File: src/bcy_pkg.sv
`default_nettype none
// ----------------------------------------------------------------------------
// bcy_pkg: shared types and codes for the Bezier y-at-x solver
// Transaction payload structs, controller/datapath command and status
// structs, multiplier and writeback operation codes.
// ----------------------------------------------------------------------------
package bcy_pkg;

  localparam int DATA_W             = 32;
  localparam int TOL_W              = 16;
  localparam int DEF_T_FRAC_BITS    = 16;
  localparam int DEF_MAX_ITERATIONS = 16;

  localparam logic [TOL_W-1:0] XTOL_RESET = 16'd7;

  typedef struct packed {
    logic signed [DATA_W-1:0] x_target;
    logic signed [DATA_W-1:0] start_x;
    logic signed [DATA_W-1:0] start_y;
    logic signed [DATA_W-1:0] handle_a_x;
    logic signed [DATA_W-1:0] handle_a_y;
    logic signed [DATA_W-1:0] handle_b_x;
    logic signed [DATA_W-1:0] handle_b_y;
    logic signed [DATA_W-1:0] end_x;
    logic signed [DATA_W-1:0] end_y;
  } in_item_t;

  typedef struct packed {
    logic signed [DATA_W-1:0] y_value;
    logic                     converged;
  } out_item_t;

  // multiplier operand pair
  typedef logic [3:0] mul_op_t;
  localparam mul_op_t MUL_NONE = 4'd0;
  localparam mul_op_t MUL_TT   = 4'd1;
  localparam mul_op_t MUL_SS   = 4'd2;
  localparam mul_op_t MUL_T2T  = 4'd3;
  localparam mul_op_t MUL_S2S  = 4'd4;
  localparam mul_op_t MUL_S2T  = 4'd5;
  localparam mul_op_t MUL_ST2  = 4'd6;
  localparam mul_op_t MUL_W0P  = 4'd7;
  localparam mul_op_t MUL_W1P  = 4'd8;
  localparam mul_op_t MUL_W2P  = 4'd9;
  localparam mul_op_t MUL_W3P  = 4'd10;

  // destination of the registered product
  typedef logic [3:0] wb_op_t;
  localparam wb_op_t WB_NONE    = 4'd0;
  localparam wb_op_t WB_T2      = 4'd1;
  localparam wb_op_t WB_S2      = 4'd2;
  localparam wb_op_t WB_W3      = 4'd3;
  localparam wb_op_t WB_W0      = 4'd4;
  localparam wb_op_t WB_W1      = 4'd5;
  localparam wb_op_t WB_W2      = 4'd6;
  localparam wb_op_t WB_ACC_LD  = 4'd7;
  localparam wb_op_t WB_ACC_ADD = 4'd8;
  localparam wb_op_t WB_XR      = 4'd9;

  typedef struct packed {
    logic    load;      // latch input, reset bounds, t = 0.5
    logic    calc_s;    // s = 1 - t
    mul_op_t mul_op;
    logic    sel_y;     // product uses y control points
    wb_op_t  wb_op;
    logic    step_t;    // move a bound, t = midpoint
    logic    set_conv;  // latch tolerance test
    logic    finish;    // load output register
  } bcy_cmd_t;

  typedef struct packed {
    logic in_tol;    // |x_target - x(t)| <= tolerance
    logic xt_gt;     // x_target > x(t)
    logic t_at_one;
  } bcy_status_t;

endpackage
`default_nettype wire

File: src/bcy_datapath.sv
`default_nettype none
// ----------------------------------------------------------------------------
// bcy_datapath: shared multiplier, weight registers, accumulator
// Evaluates the cubic Bernstein polynomial one product per cycle under
// controller command, and holds bisection bounds and the output register.
// ----------------------------------------------------------------------------
module bcy_datapath import bcy_pkg::*; #(
  parameter int T_FRAC_BITS = DEF_T_FRAC_BITS
) (
  input  wire logic              clk,
  input  wire logic              rst,
  input  wire logic              cfg_wr_en,
  input  wire logic [TOL_W-1:0]  cfg_wr_data,
  input  wire in_item_t          in_data,
  input  wire bcy_cmd_t          cmd,
  output bcy_status_t            status,
  output out_item_t              out_data
);

  localparam int TW  = T_FRAC_BITS + 1;   // t in [0,1]
  localparam int MW  = TW + 1;            // signed view of the unsigned operand
  localparam int BW  = DATA_W + 1;
  localparam int PW  = MW + BW;
  localparam int ACW = PW + 2;
  localparam int SW  = ACW - T_FRAC_BITS;

  localparam logic [TW-1:0] T_ONE  = {1'b1, {T_FRAC_BITS{1'b0}}};
  localparam logic [TW-1:0] T_HALF = {2'b01, {(T_FRAC_BITS-1){1'b0}}};
  localparam logic signed [SW-1:0] SAT_MAX =
    {{(SW-DATA_W){1'b0}}, 1'b0, {(DATA_W-1){1'b1}}};
  localparam logic signed [SW-1:0] SAT_MIN =
    {{(SW-DATA_W){1'b1}}, 1'b1, {(DATA_W-1){1'b0}}};

  in_item_t                 item;
  logic [TOL_W-1:0]         x_tolerance;
  logic [TW-1:0]            lower, upper, t, s, t2, s2;
  logic [TW-1:0]            w0, w1, w2, w3;
  logic signed [PW-1:0]     prod;
  logic signed [ACW-1:0]    acc;
  logic signed [DATA_W-1:0] xr;
  logic                     conv;

  logic [TW-1:0]            mul_a;
  logic signed [BW-1:0]     mul_b;
  logic signed [DATA_W-1:0] p0, p1, p2, p3;
  logic [PW+1:0]            prod3;
  logic [TW-1:0]            wt, wt3;
  logic signed [SW-1:0]     acc_sh;
  logic signed [DATA_W-1:0] val_sat;
  logic signed [DATA_W:0]   diff;
  logic [DATA_W:0]          abs_diff;
  logic [TW-1:0]            lo_n, up_n;
  logic [TW:0]              mid_sum;

  assign p0 = cmd.sel_y ? item.start_y    : item.start_x;
  assign p1 = cmd.sel_y ? item.handle_a_y : item.handle_a_x;
  assign p2 = cmd.sel_y ? item.handle_b_y : item.handle_b_x;
  assign p3 = cmd.sel_y ? item.end_y      : item.end_x;

  always_comb begin
    mul_a = '0;
    mul_b = '0;
    case (cmd.mul_op)
      MUL_TT:  begin mul_a = t;  mul_b = {{(BW-TW){1'b0}}, t};  end
      MUL_SS:  begin mul_a = s;  mul_b = {{(BW-TW){1'b0}}, s};  end
      MUL_T2T: begin mul_a = t2; mul_b = {{(BW-TW){1'b0}}, t};  end
      MUL_S2S: begin mul_a = s2; mul_b = {{(BW-TW){1'b0}}, s};  end
      MUL_S2T: begin mul_a = s2; mul_b = {{(BW-TW){1'b0}}, t};  end
      MUL_ST2: begin mul_a = s;  mul_b = {{(BW-TW){1'b0}}, t2}; end
      MUL_W0P: begin mul_a = w0; mul_b = {p0[DATA_W-1], p0};    end
      MUL_W1P: begin mul_a = w1; mul_b = {p1[DATA_W-1], p1};    end
      MUL_W2P: begin mul_a = w2; mul_b = {p2[DATA_W-1], p2};    end
      MUL_W3P: begin mul_a = w3; mul_b = {p3[DATA_W-1], p3};    end
      default: begin mul_a = '0; mul_b = '0;                    end
    endcase
  end

  // weight products are non-negative; truncation matches the floor shift
  assign prod3 = {2'b00, prod} + {1'b0, prod, 1'b0};
  assign wt    = prod[T_FRAC_BITS +: TW];
  assign wt3   = prod3[T_FRAC_BITS +: TW];

  // floor shift of the accumulator, then clamp to Q16.16
  assign acc_sh = acc[ACW-1:T_FRAC_BITS];
  always_comb begin
    if (acc_sh > SAT_MAX) begin
      val_sat = SAT_MAX[DATA_W-1:0];
    end else if (acc_sh < SAT_MIN) begin
      val_sat = SAT_MIN[DATA_W-1:0];
    end else begin
      val_sat = acc_sh[DATA_W-1:0];
    end
  end

  assign diff     = $signed({item.x_target[DATA_W-1], item.x_target})
                  - $signed({xr[DATA_W-1], xr});
  assign abs_diff = diff[DATA_W] ? (DATA_W+1)'(0) - diff : diff;

  assign status.in_tol   = abs_diff <= {{(DATA_W+1-TOL_W){1'b0}}, x_tolerance};
  assign status.xt_gt    = !diff[DATA_W] && (diff != '0);
  assign status.t_at_one = (t == T_ONE);

  assign lo_n    = status.xt_gt ? t : lower;
  assign up_n    = status.xt_gt ? upper : t;
  assign mid_sum = {1'b0, lo_n} + {1'b0, up_n};

  always_ff @(posedge clk) begin
    if (rst) begin
      x_tolerance <= XTOL_RESET;
    end else if (cfg_wr_en) begin
      x_tolerance <= cfg_wr_data;
    end
  end

  always_ff @(posedge clk) begin
    prod <= $signed({1'b0, mul_a}) * mul_b;

    if (cmd.load) begin
      item  <= in_data;
      lower <= '0;
      upper <= T_ONE;
      t     <= T_HALF;
    end
    if (cmd.step_t) begin
      lower <= lo_n;
      upper <= up_n;
      t     <= mid_sum[TW:1];
    end
    if (cmd.calc_s) begin
      s <= T_ONE - t;
    end

    case (cmd.wb_op)
      WB_T2:      t2  <= wt;
      WB_S2:      s2  <= wt;
      WB_W3:      w3  <= wt;
      WB_W0:      w0  <= wt;
      WB_W1:      w1  <= wt3;
      WB_W2:      w2  <= wt3;
      WB_ACC_LD:  acc <= ACW'(prod);
      WB_ACC_ADD: acc <= acc + ACW'(prod);
      WB_XR:      xr  <= val_sat;
      default: begin
      end
    endcase

    if (cmd.set_conv) begin
      conv <= status.in_tol;
    end
    if (cmd.finish) begin
      out_data.y_value   <= val_sat;
      out_data.converged <= conv;
    end
  end

endmodule
`default_nettype wire

File: src/bcy_ctrl.sv
`default_nettype none
// ----------------------------------------------------------------------------
// bcy_ctrl: sequencer for the bisection solver
// Steps the product schedule of one curve evaluation, decides each
// bisection round and owns the input and output handshakes.
// ----------------------------------------------------------------------------
module bcy_ctrl import bcy_pkg::*; #(
  parameter int MAX_ITERATIONS = DEF_MAX_ITERATIONS
) (
  input  wire logic        clk,
  input  wire logic        rst,
  input  wire logic        in_valid,
  output logic             in_ready,
  output logic             out_valid,
  input  wire logic        out_ready,
  input  wire bcy_status_t status,
  output bcy_cmd_t         cmd
);

  localparam int RW = $clog2(MAX_ITERATIONS + 1);

  localparam logic [1:0] ST_IDLE  = 2'd0;
  localparam logic [1:0] ST_XEVAL = 2'd1;
  localparam logic [1:0] ST_YEVAL = 2'd2;

  // schedule positions
  localparam logic [3:0] STEP_FIRST   = 4'd0;
  localparam logic [3:0] STEP_Y_FIRST = 4'd6;   // first weight * point product
  localparam logic [3:0] STEP_RES     = 4'd11;  // accumulator complete
  localparam logic [3:0] STEP_DECIDE  = 4'd12;

  logic [1:0]    state, state_next;
  logic [3:0]    step, step_next;
  logic [RW-1:0] rounds, rounds_next;
  logic          out_valid_next;
  mul_op_t       mul_s;
  wb_op_t        wb_s;

  // at most one product issued per step; each product is registered in prod and written back from there by wb_s
  always_comb begin
    mul_s = MUL_NONE;
    wb_s  = WB_NONE;
    case (step)
      4'd0:  begin mul_s = MUL_TT;   wb_s = WB_NONE;    end
      4'd1:  begin mul_s = MUL_SS;   wb_s = WB_T2;      end
      4'd2:  begin mul_s = MUL_T2T;  wb_s = WB_S2;      end
      4'd3:  begin mul_s = MUL_S2S;  wb_s = WB_W3;      end
      4'd4:  begin mul_s = MUL_S2T;  wb_s = WB_W0;      end
      4'd5:  begin mul_s = MUL_ST2;  wb_s = WB_W1;      end
      4'd6:  begin mul_s = MUL_W0P;  wb_s = WB_W2;      end
      4'd7:  begin mul_s = MUL_W1P;  wb_s = WB_ACC_LD;  end
      4'd8:  begin mul_s = MUL_W2P;  wb_s = WB_ACC_ADD; end
      4'd9:  begin mul_s = MUL_W3P;  wb_s = WB_ACC_ADD; end
      4'd10: begin mul_s = MUL_NONE; wb_s = WB_ACC_ADD; end
      4'd11: begin mul_s = MUL_NONE; wb_s = WB_XR;      end
      default: begin mul_s = MUL_NONE; wb_s = WB_NONE;  end
    endcase
  end

  always_comb begin
    cmd            = '0;
    in_ready       = 1'b0;
    state_next     = state;
    step_next      = step;
    rounds_next    = rounds;
    out_valid_next = out_valid && !out_ready;
    case (state)
      ST_IDLE: begin
        in_ready = 1'b1;
        if (in_valid) begin
          cmd.load    = 1'b1;
          state_next  = ST_XEVAL;
          step_next   = STEP_FIRST;
          rounds_next = '0;
        end
      end
      ST_XEVAL: begin
        cmd.mul_op = mul_s;
        cmd.wb_op  = wb_s;
        cmd.calc_s = (step == STEP_FIRST);
        if (step == STEP_DECIDE) begin
          if (!status.in_tol && !status.t_at_one &&
              (rounds < RW'(MAX_ITERATIONS))) begin
            cmd.step_t  = 1'b1;
            rounds_next = rounds + 1'b1;
            step_next   = STEP_FIRST;
          end else begin
            cmd.set_conv = 1'b1;
            state_next   = ST_YEVAL;
            step_next    = STEP_Y_FIRST;
          end
        end else begin
          step_next = step + 1'b1;
        end
      end
      ST_YEVAL: begin
        // weights of the final t are reused; only the y products run
        cmd.sel_y  = 1'b1;
        cmd.mul_op = mul_s;
        cmd.wb_op  = (step == STEP_Y_FIRST || step == STEP_RES) ? WB_NONE : wb_s;
        if (step == STEP_RES) begin
          if (!out_valid || out_ready) begin
            cmd.finish     = 1'b1;
            out_valid_next = 1'b1;
            state_next     = ST_IDLE;
          end
        end else begin
          step_next = step + 1'b1;
        end
      end
      default: begin
        state_next = ST_IDLE;
      end
    endcase
  end

  always_ff @(posedge clk) begin
    if (rst) begin
      state     <= ST_IDLE;
      step      <= STEP_FIRST;
      rounds    <= '0;
      out_valid <= 1'b0;
    end else begin
      state     <= state_next;
      step      <= step_next;
      rounds    <= rounds_next;
      out_valid <= out_valid_next;
    end
  end

endmodule
`default_nettype wire

File: src/bezier_curve_y_at_x_solver.sv
`default_nettype none
// Items: one at a time; a new input is accepted only once the previous item
//   has left the sequencer, after R (0..MAX_ITERATIONS) refinement rounds.
// Each evaluation of x(t) issues ten products through the single shared
//   multiplier in the datapath.
// Reset (rst, synchronous): idle, no result pending, x_tolerance = 7.
// ----------------------------------------------------------------------------
// bezier_curve_y_at_x_solver: cubic Bezier y lookup at a target x
// Bisects t on [0,1] from t = 0.5 until x(t) meets the tolerance, t reaches
// one or the round limit is hit, then returns saturated y(t) and a converged flag.
// ----------------------------------------------------------------------------
module bezier_curve_y_at_x_solver import bcy_pkg::*; #(
  parameter int T_FRAC_BITS    = DEF_T_FRAC_BITS,
  parameter int MAX_ITERATIONS = DEF_MAX_ITERATIONS
) (
  input  wire logic             clk,
  input  wire logic             rst,
  // configuration: x_tolerance, written whenever cfg_wr_en is high
  input  wire logic             cfg_wr_en,
  input  wire logic [TOL_W-1:0] cfg_wr_data,
  // input transaction
  input  wire logic             in_valid,
  output logic                  in_ready,
  input  wire in_item_t         in_data,
  // result transaction
  output logic                  out_valid,
  input  wire logic             out_ready,
  output out_item_t             out_data
);

  // Controller and datapath talk only through cmd and status.
  // Per round: steps 0-5 build the Bernstein weights from t and s = 1 - t,
  // steps 6-10 accumulate weight * control point, step 11 clamps x(t),
  // step 12 tests the tolerance and either moves a bound or exits.
  // The y pass reuses the weights of the final t (steps 6-11 only).
  // The output register lets a new transaction start while a result waits.
  bcy_cmd_t    cmd;
  bcy_status_t status;

  bcy_ctrl #(
    .MAX_ITERATIONS (MAX_ITERATIONS)
  ) u_ctrl (
    .clk       (clk),
    .rst       (rst),
    .in_valid  (in_valid),
    .in_ready  (in_ready),
    .out_valid (out_valid),
    .out_ready (out_ready),
    .status    (status),
    .cmd       (cmd)
  );

  bcy_datapath #(
    .T_FRAC_BITS (T_FRAC_BITS)
  ) u_dp (
    .clk         (clk),
    .rst         (rst),
    .cfg_wr_en   (cfg_wr_en),
    .cfg_wr_data (cfg_wr_data),
    .in_data     (in_data),
    .cmd         (cmd),
    .status      (status),
    .out_data    (out_data)
  );

  // a pending result is never overwritten
  a_no_overwrite: assert property (@(posedge clk) disable iff (rst)
    cmd.finish |-> (!out_valid || out_ready))
    else $error("result register loaded while a result is pending");

  // one item in flight: after an input transaction the input side closes
  a_single_item: assert property (@(posedge clk) disable iff (rst)
    (in_valid && in_ready) |=> !in_ready)
    else $error("input accepted while an item is in progress");

  // bounds only move while the tolerance is not met
  a_step_needs_miss: assert property (@(posedge clk) disable iff (rst)
    cmd.step_t |-> !status.in_tol)
    else $error("bisection step taken after convergence");

  // sequencing events are mutually exclusive
  a_cmd_exclusive: assert property (@(posedge clk) disable iff (rst)
    $onehot0({cmd.load, cmd.step_t, cmd.set_conv, cmd.finish}))
    else $error("conflicting controller commands");

endmodule
`default_nettype wire

File: config.mk
export PLATFORM = sky130hd
export DESIGN_NAME = bezier_curve_y_at_x_solver
export DESIGN_NICKNAME = d
export VERILOG_FILES = /design/src/bcy_pkg.sv /design/src/bcy_datapath.sv /design/src/bcy_ctrl.sv /design/src/bezier_curve_y_at_x_solver.sv
export SDC_FILE = /design/constraint.sdc
export NUM_CORES = 2
export LEC_CHECK = 0
export ABC_AREA = 1
export BUFFER_PORTS_ARGS = -buffer_cell sky130_fd_sc_hd__buf_2
export CAP_MARGIN = 5
export CORE_MARGIN = 3
export CORE_UTILIZATION = 60
export CTS_CLUSTER_DIAMETER = 40
export DETAILED_ROUTE_END_ITERATION = 8
export GPL_ROUTABILITY_DRIVEN = 0
export PLACE_DENSITY = 0.78
export SLEW_MARGIN = 20
export SYNTH_ARGS = -nofsm -noshare
export SYNTH_HDL_FRONTEND = slang
export SYNTH_SLANG_ARGS = --single-unit
File: constraint.sdc
create_clock -name clk -period 22 [get_ports clk]
set_input_delay 6.6 -clock clk [delete_from_list [all_inputs] [get_ports clk]]
set_output_delay 6.6 -clock clk [all_outputs]
set_load 0.005 [all_outputs]
==> impl_metrics.toml <==
[status]
run_status = "finished, violations left"
violations = "design-rule violations"

[route]
drc_errors = 1
wirelength_um = 144000
via_per_inst = 5.67
wire_per_inst_um = 19.5
ant_nets = 0
drt_iter0_markers = 3752
dr_total_vias = 41900
drt_first_pass_iters = 9

[synthesis]
synth_cell_types = 64
synth_edf_count = 577
synthDominantCellAreaShare = 0.331
yosysWarnings = 0
synthTopCellsByArea = "edfxtp_1, fa_1, nand2_1"
synth-seq-cells = 664
synth.largest_area_cell = "edfxtp_1"
yosys-top-cells-count = "nand2_1, inv_1, edfxtp_1"
synthArstFlopShare = 0
synth_area_per_cell_um2 = 9.00
seq_area_frac_synth = 0.364
synth_nets = 6937
synthesis.area_mm2 = 0.0524
synthCells = 5820
synthFlopType = "edfxtp_1"
yosysMostFrequentCell = "nand2_1"

[clocking]
cts_tree = "yes"
cts_resized = 0
clkSinkCount = 664
post-cts-setup-buffers = 0
cts_root_buffer = "clkbuf_16"
postCtsHoldBufs = 0
ctsLongestPathBuffers = 3
htree_num_levels = 3
path_clk_slew_ns = 0.06
numCtsBuffers = 87
clk_latency_ns = 0.66

[worst_setup_path]
startpoint = "u_ctrl.state[1]"
reg2reg_from = "u_ctrl.state[1]"
crit_fanout = 32
cpMostUsedCell = "fa_1"
end_kind = "register"
setup.worst_path.class = "register to register"
required_ns = 22.59
worst_ep_arrival_time_ns = 10.69
crit_slowest_cell = "nor3_1"
critPathLaunchType = "register"
reg2regPathDepth = 30
max_stage_delay_ns = 0.87

[timing]
min_period_ns = 10.10
max_freq_ghz = 0.0990
setup_violations = 0
finalSetupTns_ns = 0
fin_skew_ns = 0.0228
max_slew.worst_pin.slew_ns = 1.10
hold_viol_final = 0
maxSlewViolCount = 0
rsz0062_at_grt = "false"
slew_headroom = 0.261
layout_worst_path_cycle_share = 0.459

[die]
core_area_mm2 = 0.0858
rows = 107
fp.dieH_um = 301
die_w_um = 301
ioPinCount = 344
die_area_mm2 = 0.0909
start_util = 0.610

[grt]
grt-ovfl-total = 0
antenna_found_initial = 8
track_usage = 0.320
grt_max_degree = 130
grt_pass1_wl_um = 225000
grt_pass1_vias = 42200

[placement]
dpl_cell_area_mm2 = 0.0555
port_buffers = 343
dp_hpwl_um = 110000

[cells_and_area]
fin_area_mm2 = 0.0585
area_growth_syn_to_layout_pct = 11.8
nets = 7282
drive_above_1_share = 0.104

[power_and_ir_drop]
p_per_area_mw_per_mm2 = 90.1
p_leak_nw = 27.7
ir_drop_uv = 96.9

[worst_hold_path]
worstHoldStart = "u_dp.conv"
hp-class = "register to register"
worstHoldPathCells = 0

[flow_run]
maxCapViolations = 0
per-stage QoR:
stage / hold slack [ns] / std cells / utilization / total power, mW / setup WS (ns)
3_3_place_gp: 0.405 / 7220 / 0.647 / 3.75 / 12.42
5_1_grt: 0.428 / 7390 / 0.682 / 5.58 / 11.40
4_1_cts: 0.417 / 7382 / 0.682 / 5.24 / 12.12
6_report: 0.419 / 7390 / 0.682 / 5.27 / 11.90
3_5_place_dp: 0.405 / 7220 / 0.647 / 3.80 / 12.14
2_1_floorplan: 0.400 / 5820 / - / 3.17 / 9.11
cells in the final DEF, fill, tap and decap left out, types with 13 or more instances in the layout:
master	n
xnor2_1	52
nand3b_1	13
o21ai_1	16
a221oi_1	33
buf_2	343
a21oi_1	249
o21a_1	25
nand2_2	20
inv_1	1089
o221ai_1	18
nand3_1	120
edfxtp_1	577
nor2_2	18
o21ai_0	169
clkbuf_16	90
clkinv_1	25
nand4_1	44
ha_1	279
xor2_1	90
a22o_1	51
dfxtp_1	87
buf_4	68
o21bai_1	13
fa_1	528
nor3_1	42
a31oi_1	28
nand2_1	1436
nor2_1	520
worst paths after layout:
check,slack (ns),end
worst max-delay path,11.90,u_dp.prod[47]
worst min-delay path,0.42,u_dp.out_data[0]
worst max register to register,11.90,u_dp.prod[47]
worst min register to register,0.42,u_dp.out_data[0]
routing by layer:
metal	vias to the layer above	wire length, um	global-route usage
met5	-	0	0
met3	489	14800	0.0709
li1	19200	-	-
met4	0	7670	0.150
met1	19900	53800	0.401
met2	2326	68100	0.529
report_power, final:
part	switching, mW	internal [mW]
clock	0.591	0.837
sequential	0.106	1.62
combinational	1.47	0.642
flip-flops by register name, indices dropped and copies added (netlist names), 5 cells and up:
name	flops
u_dp.w3	17
u_dp.t2	17
u_dp.w2	17
u_dp.acc	53
u_dp.w0	17
u_dp.x_tolerance	16
u_dp.item	288
u_dp.lower	17
u_dp.upper	17
u_dp.prod	51
u_dp.out_data	33
u_ctrl.rounds	5
u_dp.xr	32
u_dp.s2	17
u_dp.t	17
u_dp.s	17
u_dp.w1	17
area by class of cell:
type | instances | area (um^2)
tap | 1144 | 1430
inverter | 1124 | 4230
multi-input combinational | 3877 | 28600
fill | 6410 | 27300
timing repair buffer | 411 | 2230
sequential | 664 | 19100
antenna | 8 | 20.0
clock buffer | 103 | 2310
clock inverter | 59 | 684
logic make-up (layout without fill, tap and decap cells):
family                     count (synthesis)  in the layout  share of synthesized area
and+or+nand+nor                         2256           2256                      0.174
buffers and inverters                   1279           1697                     0.0922
adders and majority gates                808            808                      0.269
AOI/OAI and AO/OA                        671            671                     0.0775
DFF                                      664            664                      0.364
xor gates and xnor gates                 142            142                     0.0237
other                                      0              8                          0
worst max-delay path: cells and delay by family, from the launching register on:
family	cells	cell delay [ns]
buffers and inverters	5	1.61
xor gates and xnor gates	1	0.15
AOI/OAI and AO/OA	11	2.64
adders and majority gates	8	3.67
and+or+nand+nor	5	1.51
DFF	1	0.40
(Power assumes the default switching activity.)
